===== src/sv/ssm_pkg.sv =====
// shared types and operation codes for the sparse set id map
package ssm_pkg;

    // operation codes carried by the mode field
    localparam logic [2:0] MODE_ADD    = 3'd0;
    localparam logic [2:0] MODE_REMOVE = 3'd1;
    localparam logic [2:0] MODE_INSERT = 3'd2;
    localparam logic [2:0] MODE_GET    = 3'd3;
    localparam logic [2:0] MODE_GET_ID = 3'd4;

    // command to one single-ported memory
    typedef struct packed {
        logic rd;
        logic wr;
    } mem_op_t;

    // one result beat
    typedef struct packed {
        logic        ok;
        logic [7:0]  out_id;
        logic [7:0]  out_position;
        logic [31:0] payload_out;
        logic [8:0]  live_count;
    } result_t;

endpackage


===== src/sv/ssm_tables.sv =====
// id-to-position and position-to-id tables with identity fill after reset
module ssm_tables #(
    parameter int ENTRIES = 256
) (
    input  logic                     aclk,
    input  logic                     aresetn,
    input  ssm_pkg::mem_op_t         i2p_op,
    input  logic [$clog2(ENTRIES)-1:0] i2p_addr,
    input  logic [$clog2(ENTRIES)-1:0] i2p_wdata,
    output logic [$clog2(ENTRIES)-1:0] i2p_rdata,
    input  ssm_pkg::mem_op_t         p2i_op,
    input  logic [$clog2(ENTRIES)-1:0] p2i_addr,
    input  logic [$clog2(ENTRIES)-1:0] p2i_wdata,
    output logic [$clog2(ENTRIES)-1:0] p2i_rdata,
    output logic                     init_done
);
    localparam int IDX_W = $clog2(ENTRIES);

    logic [IDX_W-1:0] i2p_mem [ENTRIES];
    logic [IDX_W-1:0] p2i_mem [ENTRIES];
    logic [IDX_W-1:0] i2p_rdata_reg;
    logic [IDX_W-1:0] p2i_rdata_reg;
    logic             init_busy_reg;
    logic [IDX_W-1:0] init_idx_reg;

    // identity sweep, one entry of each table per cycle
    always_ff @(posedge aclk) begin
        if (!aresetn) begin
            init_busy_reg <= 1'b1;
            init_idx_reg  <= '0;
        end else if (init_busy_reg) begin
            init_idx_reg <= init_idx_reg + 1'b1;
            if (init_idx_reg == IDX_W'(ENTRIES - 1)) begin
                init_busy_reg <= 1'b0;
            end
        end
    end

    always_ff @(posedge aclk) begin
        if (init_busy_reg) begin
            i2p_mem[init_idx_reg] <= init_idx_reg;
        end else if (i2p_op.wr) begin
            i2p_mem[i2p_addr] <= i2p_wdata;
        end
        if (i2p_op.rd) begin
            i2p_rdata_reg <= i2p_mem[i2p_addr];
        end
    end

    always_ff @(posedge aclk) begin
        if (init_busy_reg) begin
            p2i_mem[init_idx_reg] <= init_idx_reg;
        end else if (p2i_op.wr) begin
            p2i_mem[p2i_addr] <= p2i_wdata;
        end
        if (p2i_op.rd) begin
            p2i_rdata_reg <= p2i_mem[p2i_addr];
        end
    end

    assign i2p_rdata = i2p_rdata_reg;
    assign p2i_rdata = p2i_rdata_reg;
    assign init_done = !init_busy_reg;

endmodule


===== config.mk =====
export PLATFORM = sky130hd
export DESIGN_NAME = ssm_tables
export DESIGN_NICKNAME = d
export VERILOG_FILES = /design/src/sv/ssm_pkg.sv /design/src/sv/ssm_tables.sv
export SDC_FILE = /design/constraint.sdc
export NUM_CORES = 2
export LEC_CHECK = 0
export BUFFER_PORTS_ARGS = -buffer_cell sky130_fd_sc_hd__buf_2
export CAP_MARGIN = 0
export CORE_ASPECT_RATIO = 0.75
export CORE_MARGIN = 2
export CORE_UTILIZATION = 58
export CTS_BUF_LIST = sky130_fd_sc_hd__clkbuf_8
export CTS_CLUSTER_DIAMETER = 80
export DETAILED_ROUTE_END_ITERATION = 10
export GPL_ROUTABILITY_DRIVEN = 0
export HOLD_SLACK_MARGIN = 0.08
export PLACE_DENSITY_LB_ADDON = 0.12
export SETUP_SLACK_MARGIN = 0.2
export SLEW_MARGIN = 10
export SYNTH_ARGS = -nofsm -noshare
export SYNTH_HDL_FRONTEND = slang
export SYNTH_SLANG_ARGS = --single-unit

===== constraint.sdc =====
create_clock -name aclk -period 10.6 [get_ports aclk]
set_input_delay 0.53 -clock aclk [delete_from_list [all_inputs] [get_ports aclk]]
set_output_delay 0.53 -clock aclk [all_outputs]
set_load 0.1 [all_outputs]

==> impl_metrics.yaml <==
setup_path:
  r2r_cells: 7
  r2r_slack_ns: 5.83
  crit_path_end_kind: "flop"
  cpMostUsedCell: "buf_4"
  arrival_ns: 5.44
  crit_fanout: 89
  start_kind: "flop"
  cp.required_ns: 11.28
  cp_cell_sequence: "buf_4 > inv_1 > nand2_1 > nand2_1 > nand2_4 > buf_4 > buf_4"
  reg2reg_to: "p2i_mem[79][3]$_DFFE_PP_"
  crit_buf_inv: 4
  cpPeakStageDelay_ns: 0.86
  worstReg2RegStart: "init_busy_reg$_SDFF_PN1_"
  crit_family: "buffers and inverters"
  slowest_stage: "buf_4"
  path_class: "reg -> reg"
grt:
  grt_usage_pct: 29.54
  grt_max_degree: 213
  antenna_found_initial: 31
  grt_pass1_wl_um: 584700
  grt_pass1_vias: 79610
  grt.overflow.total: 0
worst_hold_path:
  hold_path_end: "i2p_mem[206][7]$_DFFE_PP_"
  min_path_type: "in -> reg"
  hp-start: "i2p_wdata[7]"
  hold_depth: 3
clock_network:
  cts_setup_buffers: 0
  clock_sinks: 4121
  ctsResizeCount: 0
  cts_made_buffers: 620
  cts_tree: "done"
  clk_pin_slew_ns: 0.06
  h-tree-depth: 6
  cts_hold_buffers: 3
  clock_tree.buffer_depth: 4
  clkLatencyLatePin_ns: 1.08
  cts_root_buf: "clkbuf_8"
job:
  drv_cap: 1
cells_and_area:
  mostFrequentLayoutCells: "edfxtp_1, mux4_2, clkbuf_8"
  n_fill_cell: 18260
  area_growth_pct: 9.409
  layout_commonest_cell: "edfxtp_1"
  drive_gt1_share_pct: 22.40
  nNetsFinal: 8062
  largest_registers: "i2p_mem (2048), p2i_mem (2048)"
sta:
  fin_crit_sh_pct: 44.96
  fmax_mhz: 209.9
  fin_crit_ns: 4.765
  tightest_slew_ns: 1.604
  setup_viol_count_final: 0
  hold_violations: 0
  setup_tns_ns: 0
  slew_headroom_pct: -8.409
  slew_violations: 2
  clock_skew_ns: 0.06175
  rsz0062_at_grt: "false"
place:
  dp_hpwl_um: 246200
  port-buffer-count: 54
detailed_routing:
  routed_wl_um: 413100
  viasPerCell: 6.792
  dr.pass1.iters: 5
  drt_iter0_markers: 12140
  routedWlPerCell_um: 34.15
  drc: 0
  ant_nets: 0
  dr_total_vias: 82150
power_and_ir_drop:
  power_mw: 31.30
  power_density_nw_per_um2: 179.3
  p_int_mw: 24.25
  power_switching_mw: 7.047
  switching_share_pct: 22.52
  p_comb_share_pct: 4.9
  share_seq_of_total_power_pct: 57.1
  vdd_ir_drop_max_uv: 105.6
  clockPowerShare_pct: 38.0
  cellLeakagePower_nw: 55.66
run_status:
  violations: "max-capacitance violations, max-slew violations"
  status: "complete, but fails checks"
logic_synthesis:
  async_reset_ff_share_pct: 0
  ys_seq_area_share_pct: 77.51
  netlist_area_um2: 159500
  synth_cell_types: 57
  yosys_most_used_dff: "edfxtp_1"
  avgSynthCellArea_um2: 20.83
  syn-num-nets: 7698
  yosys_warnings: 0
  ys_seq_elements: 4121
  synth_edf_count: 4112
  synth_cells: 7659
floorplanning:
  fp.dieH_um: 458.2
  die_x_um: 609.6
  coreArea_um2: 273100
  die-area_um2: 279300
  rows: 166
  start_util_pct: 58.41
  num_io_pins: 55
==> synth_stat cells (12+ instances only) <==
cell / instances / area [um2]
buf_4: 63 / 473.0
or2_2: 12 / 75.07
buf_1: 38 / 142.6
nand2_1: 201 / 754.5
nor3_1: 26 / 130.1
nand2b_1: 28 / 175.2
o221ai_1: 72 / 630.6
a21oi_1: 183 / 915.9
a22oi_1: 299 / 2245
clkbuf_1: 228 / 855.8
edfxtp_1: 4112 / 123500
nor4_1: 46 / 287.8
buf_6: 42 / 473.0
a211oi_1: 35 / 262.8
mux4_2: 876 / 19730
nor2_1: 549 / 2061
nand3_1: 41 / 205.2
o21ai_0: 37 / 185.2
a22o_1: 26 / 227.7
o211ai_1: 14 / 105.1
and2_1: 14 / 87.58
buf_2: 102 / 510.5
mux2_2: 18 / 202.7
nor2b_1: 42 / 262.8
mux2i_1: 305 / 3053
o22ai_1: 71 / 444.2
a221oi_1: 46 / 402.9
==> metrics by stage <==
step / area [um2] / util (%) / setup slack, ns / cells / hold WS (ns)
floorplan: 159500 / - / 5.190 / 7659 / 0.5919
global placement: 163500 / 59.85 / 5.240 / 11010 / 0.6561
detailed placement: 163500 / 59.86 / 5.249 / 11010 / 0.6728
CTS: 174500 / 63.88 / 5.805 / 12080 / 0.2269
global route: 174500 / 63.90 / 5.578 / 12090 / 0.2961
finish: 174500 / 63.91 / 5.835 / 12100 / 0.2648
==> final cells by class <==
| class | instances | area (um2) | share of cell area, % |
|---|---|---|---|
| antenna | 18 | 45.04 | 0.02581 |
| tap | 3612 | 4519 | 2.589 |
| timing repair buffer | 217 | 1735 | 0.9942 |
| inverter | 2 | 7.507 | 0.004301 |
| sequential | 4121 | 123700 | 70.85 |
| clock buffer | 645 | 8877 | 5.086 |
| clock inverter | 419 | 2072 | 1.187 |
| multi-input combinational | 3061 | 33630 | 19.27 |
==> routing by layer <==
metal / global-route usage, % / vias up / wire length (um)
li1: - / 32820 / -
met1: 46.55 / 43370 / 171200
met2: 39.57 / 5235 / 173300
met3: 9.812 / 720 / 56940
met4: 8.286 / 12 / 11420
met5: 0.5318 / - / 277
==> worst reg2reg max path, stage by stage, from the launching register on <==
cell and delay (ns):
dfxtp_1 0.31, buf_4 0.22, inv_1 0.08, nand2_1 0.68, nand2_1 0.42, nand2_4 0.76, buf_4 0.87, buf_4 0.94
==> power groups by stage <==
stage	combinational, mW	clock, mW	sequential (mW)
floorplan	0.897	0	18.3
global placement	1.50	0	18.2
detailed placement	1.52	0	18.2
CTS	1.52	12.0	17.9
global route	1.60	12.7	17.9
finish	1.55	11.9	17.9
==> how the worst max path moves through the flow <==
stage | start | slack (ns) | end | depth (start not counted)
6_report | init_busy_reg$_SDFF_PN1_ | 5.83 | p2i_mem[79][3]$_DFFE_PP_ | 7
5_1_grt | init_busy_reg$_SDFF_PN1_ | 5.58 | p2i_mem[79][3]$_DFFE_PP_ | 7
4_1_cts | init_busy_reg$_SDFF_PN1_ | 5.81 | p2i_mem[196][5]$_DFFE_PP_ | 7
3_5_place_dp | i2p_addr[0] | 5.25 | i2p_rdata[4]$_DFFE_PP_ | 8
3_3_place_gp | i2p_addr[0] | 5.24 | i2p_rdata[4]$_DFFE_PP_ | 8
2_1_floorplan | init_busy_reg$_SDFF_PN1_ | 5.19 | p2i_mem[0][3]$_DFFE_PP_ | 6
==> cells by family (layout without fill, tap and decap cells) <==
logic type | after synthesis | in the layout | synth area share, %
flops | 4121 | 4121 | 77.51
mux | 1199 | 1199 | 14.41
simple gates | 1004 | 1004 | 2.736
compound gates | 853 | 853 | 3.754
buf+inv | 477 | 1283 | 1.562
xor+xnor | 4 | 4 | 0.02196
fa+ha+maj | 1 | 1 | 0.007842
other cells | 0 | 18 | 0
No activity file was read; power rests on OpenSTA's default activity.
