`src/sv/ssm_pkg.sv`:
```
// shared types and operation codes for the sparse set id map
package ssm_pkg;

    // operation codes carried by the mode field
    localparam logic [2:0] MODE_ADD    = 3'd0;
    localparam logic [2:0] MODE_REMOVE = 3'd1;
    localparam logic [2:0] MODE_INSERT = 3'd2;
    localparam logic [2:0] MODE_GET    = 3'd3;
    localparam logic [2:0] MODE_GET_ID = 3'd4;

    // command to one single-ported memory
    typedef struct packed {
        logic rd;
        logic wr;
    } mem_op_t;

    // one result beat
    typedef struct packed {
        logic        ok;
        logic [7:0]  out_id;
        logic [7:0]  out_position;
        logic [31:0] payload_out;
        logic [8:0]  live_count;
    } result_t;

endpackage

```
`src/sv/ssm_ctrl.sv`:
```
// operation sequencer: reads the tables, decides, writes back
module ssm_ctrl #(
    parameter int ENTRIES      = 256,
    parameter int PAYLOAD_BITS = 32
) (
    input  logic                       aclk,
    input  logic                       aresetn,
    input  logic                       s_valid,
    output logic                       s_ready,
    input  logic [2:0]                 mode,
    input  logic [7:0]                 entry_id,
    input  logic [7:0]                 slot_position,
    input  logic [31:0]                payload_in,
    input  logic                       init_done,
    input  logic                       out_free,
    output logic                       done,
    output ssm_pkg::result_t           result,
    output ssm_pkg::mem_op_t           i2p_op,
    output logic [$clog2(ENTRIES)-1:0] i2p_addr,
    output logic [$clog2(ENTRIES)-1:0] i2p_wdata,
    input  logic [$clog2(ENTRIES)-1:0] i2p_rdata,
    output ssm_pkg::mem_op_t           p2i_op,
    output logic [$clog2(ENTRIES)-1:0] p2i_addr,
    output logic [$clog2(ENTRIES)-1:0] p2i_wdata,
    input  logic [$clog2(ENTRIES)-1:0] p2i_rdata,
    output ssm_pkg::mem_op_t           pay_op,
    output logic [$clog2(ENTRIES)-1:0] pay_addr,
    output logic [PAYLOAD_BITS-1:0]    pay_wdata,
    input  logic [PAYLOAD_BITS-1:0]    pay_rdata
);
    localparam int IDX_W = $clog2(ENTRIES);
    localparam int CNT_W = $clog2(ENTRIES + 1);

    typedef enum logic [5:0] {
        ST_IDLE = 6'b000001,
        ST_RD   = 6'b000010,
        ST_EV   = 6'b000100,
        ST_WR1  = 6'b001000,
        ST_WR2  = 6'b010000,
        ST_DONE = 6'b100000
    } state_t;

    state_t           state_reg;
    logic [2:0]       mode_reg;
    logic [7:0]       id_reg;
    logic [7:0]       slot_reg;
    logic [31:0]      pay_in_reg;
    logic [CNT_W-1:0] occ_reg;
    logic [IDX_W-1:0] pos_reg;
    logic [IDX_W-1:0] pid_reg;
    logic [IDX_W-1:0] a_pos_reg;
    logic             res_ok_reg;
    logic [7:0]       res_id_reg;
    logic [7:0]       res_pos_reg;
    logic [31:0]      res_pay_reg;

    logic [IDX_W-1:0] id_idx;
    logic             id_in_range;
    logic             pos_live;
    logic             not_full;
    logic             slot_live;
    logic [IDX_W-1:0] last;
    logic [IDX_W-1:0] np;
    logic             ev_ok;
    logic             ev_more;

    assign id_idx      = IDX_W'(id_reg);
    assign id_in_range = 32'(id_reg) < 32'(ENTRIES);
    assign pos_live    = CNT_W'(i2p_rdata) < occ_reg;
    assign not_full    = occ_reg < CNT_W'(ENTRIES);
    assign slot_live   = 32'(slot_reg) < 32'(occ_reg);
    assign last        = IDX_W'(occ_reg - CNT_W'(1));
    assign np          = IDX_W'(occ_reg);

    always_comb begin
        ev_ok   = 1'b0;
        ev_more = 1'b0;
        unique case (mode_reg)
            ssm_pkg::MODE_ADD: begin
                ev_ok = not_full;
            end
            ssm_pkg::MODE_REMOVE: begin
                ev_ok   = id_in_range && pos_live;
                ev_more = ev_ok && (last != i2p_rdata);
            end
            ssm_pkg::MODE_INSERT: begin
                ev_ok   = id_in_range && !pos_live && not_full;
                ev_more = ev_ok;
            end
            ssm_pkg::MODE_GET: begin
                ev_ok   = id_in_range && pos_live;
                ev_more = ev_ok;
            end
            ssm_pkg::MODE_GET_ID: begin
                ev_ok = slot_live;
            end
            default: begin
                ev_ok = 1'b0;
            end
        endcase
    end

    // memory commands per step
    always_comb begin
        i2p_op    = '0;
        i2p_addr  = id_idx;
        i2p_wdata = a_pos_reg;
        p2i_op    = '0;
        p2i_addr  = np;
        p2i_wdata = id_idx;
        pay_op    = '0;
        pay_addr  = np;
        pay_wdata = PAYLOAD_BITS'(pay_in_reg);
        unique case (state_reg)
            ST_RD: begin
                i2p_op.rd = 1'b1;
                p2i_op.rd = 1'b1;
                if (mode_reg == ssm_pkg::MODE_GET_ID) begin
                    p2i_addr = IDX_W'(slot_reg);
                end else if (mode_reg == ssm_pkg::MODE_REMOVE) begin
                    p2i_addr = last;
                end
            end
            ST_EV: begin
                if (ev_ok) begin
                    if (mode_reg == ssm_pkg::MODE_ADD || mode_reg == ssm_pkg::MODE_INSERT) begin
                        pay_op.wr = 1'b1;
                    end else if (mode_reg == ssm_pkg::MODE_GET) begin
                        pay_op.rd = 1'b1;
                        pay_addr  = i2p_rdata;
                    end else if (ev_more) begin
                        // remove: fetch the last payload to move into the hole
                        pay_op.rd = 1'b1;
                        pay_addr  = last;
                    end
                end
            end
            ST_WR1: begin
                if (mode_reg != ssm_pkg::MODE_GET) begin
                    i2p_op.wr = 1'b1;
                    p2i_op.wr = 1'b1;
                    p2i_addr  = a_pos_reg;
                end
                if (mode_reg == ssm_pkg::MODE_REMOVE) begin
                    pay_op.wr = 1'b1;
                    pay_addr  = pos_reg;
                    pay_wdata = pay_rdata;
                end
            end
            ST_WR2: begin
                // the other id takes the position the first one left
                i2p_op.wr = 1'b1;
                i2p_addr  = pid_reg;
                i2p_wdata = pos_reg;
                p2i_op.wr = 1'b1;
                p2i_addr  = pos_reg;
                p2i_wdata = pid_reg;
            end
            default: begin
            end
        endcase
    end

    always_ff @(posedge aclk) begin
        if (!aresetn) begin
            state_reg <= ST_IDLE;
            occ_reg   <= '0;
        end else begin
            unique case (state_reg)
                ST_IDLE: begin
                    if (s_valid && init_done) begin
                        state_reg <= ST_RD;
                    end
                end
                ST_RD: begin
                    state_reg <= ST_EV;
                end
                ST_EV: begin
                    if (ev_ok) begin
                        if (mode_reg == ssm_pkg::MODE_ADD || mode_reg == ssm_pkg::MODE_INSERT) begin
                            occ_reg <= occ_reg + CNT_W'(1);
                        end else if (mode_reg == ssm_pkg::MODE_REMOVE) begin
                            occ_reg <= occ_reg - CNT_W'(1);
                        end
                    end
                    state_reg <= ev_more ? ST_WR1 : ST_DONE;
                end
                ST_WR1: begin
                    state_reg <= (mode_reg == ssm_pkg::MODE_GET) ? ST_DONE : ST_WR2;
                end
                ST_WR2: begin
                    state_reg <= ST_DONE;
                end
                ST_DONE: begin
                    if (out_free) begin
                        state_reg <= ST_IDLE;
                    end
                end
                default: begin
                    state_reg <= ST_IDLE;
                end
            endcase
        end
    end

    // item and result registers
    always_ff @(posedge aclk) begin
        if (state_reg == ST_IDLE && s_valid && init_done) begin
            mode_reg   <= mode;
            id_reg     <= entry_id;
            slot_reg   <= slot_position;
            pay_in_reg <= payload_in;
        end
        if (state_reg == ST_EV) begin
            pos_reg     <= i2p_rdata;
            pid_reg     <= p2i_rdata;
            a_pos_reg   <= (mode_reg == ssm_pkg::MODE_REMOVE) ? last : np;
            res_ok_reg  <= ev_ok;
            res_id_reg  <= (ev_ok && (mode_reg == ssm_pkg::MODE_ADD ||
                            mode_reg == ssm_pkg::MODE_GET_ID)) ? 8'(p2i_rdata) : 8'd0;
            res_pos_reg <= (ev_ok && mode_reg == ssm_pkg::MODE_GET) ? 8'(i2p_rdata) : 8'd0;
            res_pay_reg <= '0;
        end
        if (state_reg == ST_WR1 && mode_reg == ssm_pkg::MODE_GET) begin
            res_pay_reg <= 32'(pay_rdata);
        end
    end

    assign s_ready             = (state_reg == ST_IDLE) && init_done;
    assign done                = (state_reg == ST_DONE) && out_free;
    assign result.ok           = res_ok_reg;
    assign result.out_id       = res_id_reg;
    assign result.out_position = res_pos_reg;
    assign result.payload_out  = res_pay_reg;
    assign result.live_count   = 9'(occ_reg);

endmodule

```
`config.mk`:
```
export PLATFORM = sky130hd
export DESIGN_NAME = ssm_ctrl
export DESIGN_NICKNAME = d
export VERILOG_FILES = /design/src/sv/ssm_pkg.sv /design/src/sv/ssm_ctrl.sv
export SDC_FILE = /design/constraint.sdc
export NUM_CORES = 1
export LEC_CHECK = 0
export ABC_AREA = 1
export BUFFER_PORTS_ARGS = -buffer_cell sky130_fd_sc_hd__clkbuf_2
export CORE_ASPECT_RATIO = 1.1
export CORE_MARGIN = 2
export CORE_UTILIZATION = 38
export CTS_CLUSTER_DIAMETER = 60
export DETAILED_ROUTE_END_ITERATION = 12
export PLACE_DENSITY = 0.74
export SYNTH_ARGS = -nofsm -noshare
export SYNTH_HDL_FRONTEND = slang
export SYNTH_SLANG_ARGS = --single-unit
```
`constraint.sdc`:
```
create_clock -name aclk -period 8.8 [get_ports aclk]
set_clock_uncertainty 0.05 [all_clocks]
set_input_delay 0.44 -clock aclk [delete_from_list [all_inputs] [get_ports aclk]]
set_output_delay 0.44 -clock aclk [all_outputs]
set_load 0.005 [all_outputs]
```
==> impl_metrics.toml <==
[synth]
synth_nets = 913
synthesis.instances = 792
synth_area_um2 = 7200
yosysUniqueCellTypes = 42
synth_sequential_area_ratio_pct = 55.9
synth.avg_cell_area_um2 = 9.09
synth_warnings = 0
flop_and_latch_count_out_of_synthesis = 139

[clock_network]
cts_root_buffer = "clkbuf_16"
cts_tree = "done"
tritoncts.num_buffers = 17
hold_buffers = 0
clk_transition_reported_paths_ps = 70
cts_resized = 0
cts_max_level = 4
postCtsSetupRepairBufs = 0
insertion_delay_of_the_later_clocked_pin_in_the_worst_skew_pair_ps = 420
clkSinkCount = 139
clockBufferDepth = 2

[power]
design_power_mw = 1.93
irDropWorstVdd_mv = 0.134
power.static_leakage_nw = 4.46
power.density_cell_area_nw_per_um2 = 212

[placement]
portBuffers = 241
placed_cells = 1244
placedInstanceArea_um2 = 8530
place_congestion = 0.952
place_hpwl_um = 16400
dp_worst_setup_slack_ps = 5680

[sta]
unrepaired_setup_endpoints_after_global_routing = "no"
setup_total_neg_slack_ps = 0
fmaxAchievable_mhz = 274
hold_viol = 0
max_slew.worst_pin.slew_ps = 688
hold_slack_ps = 138
timing.final.crit_share_pct = 41.5
relSlewSlack_pct = 54.2
timing.final.max_slew_violations = 0
period_minus_slack_ps = 3650
setup-violations-final = 0
setup_slack_ps = 5150

[global_routing]
global_route.overflow_total = 0
vias_in_the_first_global_route = 5887
antenna_found_initial = 0
first_pass_grt_wire_length_um = 32200
grt_usage_pct = 21.2
maximum_number_of_pins_on_one_net_before_global_route_repair = 66

[finish]
layout-drive-gt1-share_pct = 30.1
layout.nets = 1141
final_core_utilization_pct = 49.4
multi_input_area_um2 = 2550
postLayoutCellArea_um2 = 9130
final_cell_mix = "241 x clkbuf_2, 202 x nand2_1, 124 x edfxtp_1"
syn2layout_area_growth_pct = 26.8
final_common_cell = "clkbuf_2"
layoutNonFillerInstCount = 1276
area.sequential_um2 = 4020
layout_fillers = 1777
antenna_cells = 0

[detailed_routing]
detail-route-antenna-nets = 0
remaining_drc_errors = 0
drt_pre_antenna_iters = 5
detail_route.vias_per_cell = 4.89
vias = 6244
dr.first_iter.drc_count = 475
postRouteWirelength_um = 21700
wl_per_cell_um = 17.0

[setup_path]
worstSetupStartpointType = "flop"
most_numerous_cell_on_the_critical_path = "nand2_1"
criticalPathCategory = "reg -> out"
timing.critical_path.to_type = "output port"
crit_path_top_delay_cell = "dfxtp_1"
cp_slowest_stage_delay_ps = 530
cp.required_ps = 8310
cp_data_arrival_time_ps = 3160
path_max_fanout = 9
path_cells = "clkinv_2, ha_1, a21oi_1, nor2_1, a21oi_1, nand4_2, nand2_1, inv_2, nand3_4, nand2_4, nand2_1, nand3_1, nand2_1, clkbuf_2"

[flow_run]
max_cap_violations = 0

[floorplan]
core-area_um2 = 18500
die_h_um = 148
floorplan.die.width_um = 135
floorplan.initialDensity_pct = 39.0
die_area_um2 = 20100
io-pin-count = 242
placement_rows = 52

[worst_hold_path]
timing.hold.worst.class = "in -> reg"

[outcome]
outcome = "completed"
[kinds of logic after synthesis]
logic type | synth area share [%]
AO/OA/AOI/OAI | 9.59
XOR/XNOR | 0.852
adder cells (fa/ha/maj) | 2.95
buffers and inverters | 8.90
flip-flops | 55.9
AND/OR/NAND/NOR | 21.8
[power by group]
| group | internal (mW) | leakage [nW] | switching, mW |
|---|---|---|---|
| Sequential | 0.814 | 1.29 | 0.0285 |
| Clock | 0.406 | 0.288 | 0.322 |
| Combinational | 0.128 | 2.88 | 0.236 |
[routing by layer]
| metal | wire length (um) | share of wire [%] | track usage [%] |
|---|---|---|---|
| met5 | 0 | 0 | 0 |
| met4 | 943 | 4.3 | 10.5 |
| met3 | 1440 | 6.6 | 4.06 |
| met2 | 10600 | 49 | 35.1 |
| met1 | 8760 | 40 | 26.7 |
[final timing paths]
kind / from / to / slack, ps / cells after the start
worst min register to register: occ_reg[8]$_SDFFE_PN0P_ / occ_reg[8]$_SDFFE_PN0P_ / 450 / 2
worst min-delay path: entry_id[0] / id_idx[0]$_DFFE_PP_ / 140 / 1
worst max register to register: occ_reg[6]$_SDFFE_PN0P_ / res_id_reg[7]$_SDFFCE_PN0P_ / 6020 / 10
worst max-delay path: occ_reg[6]$_SDFFE_PN0P_ / pay_addr[5] / 5150 / 14
[layout make-up]
class                      count  area share (%)
clock buffer                  17            4.66
inverter                     105            4.38
clock inverter                15            1.92
sequential                   139            44.1
multi-input combinational    510            27.9
timing repair buffer         247            13.7
tap                          243            3.33
[synth_stat cells, drive strengths merged]
library cell  instances  area, um^2
o21ai                84         420
xor2                  6        52.6
nand3b                4        30.0
edfxtp              124        3720
inv                 103         392
nand2               210         813
xnor2                 1        8.76
nand4                12        96.3
dfxtp                15         300
o31ai                 1        7.51
a21boi                2        15.0
a21oi                27         139
clkbuf               17        83.8
o22ai                 4        25.0
buf                  21         156
o211ai                3        22.5
nand3                37         210
o2111ai               5        43.8
clkinv                2        8.75
nor4                  3        31.3
a2bb2oi               1        8.76
nor3                  3        20.0
o311ai                1        8.76
nor2                 89         369
ha                   17         213
[worst max-delay path: cells and delay by family, from the launching register on]
kind / cells / cell delay [ps]
simple gates: 8 / 1030
flops: 1 / 530
fa+ha+maj: 1 / 360
buf+inv: 3 / 400
compound gates: 2 / 400
Power figures use the tool's default switching activity.
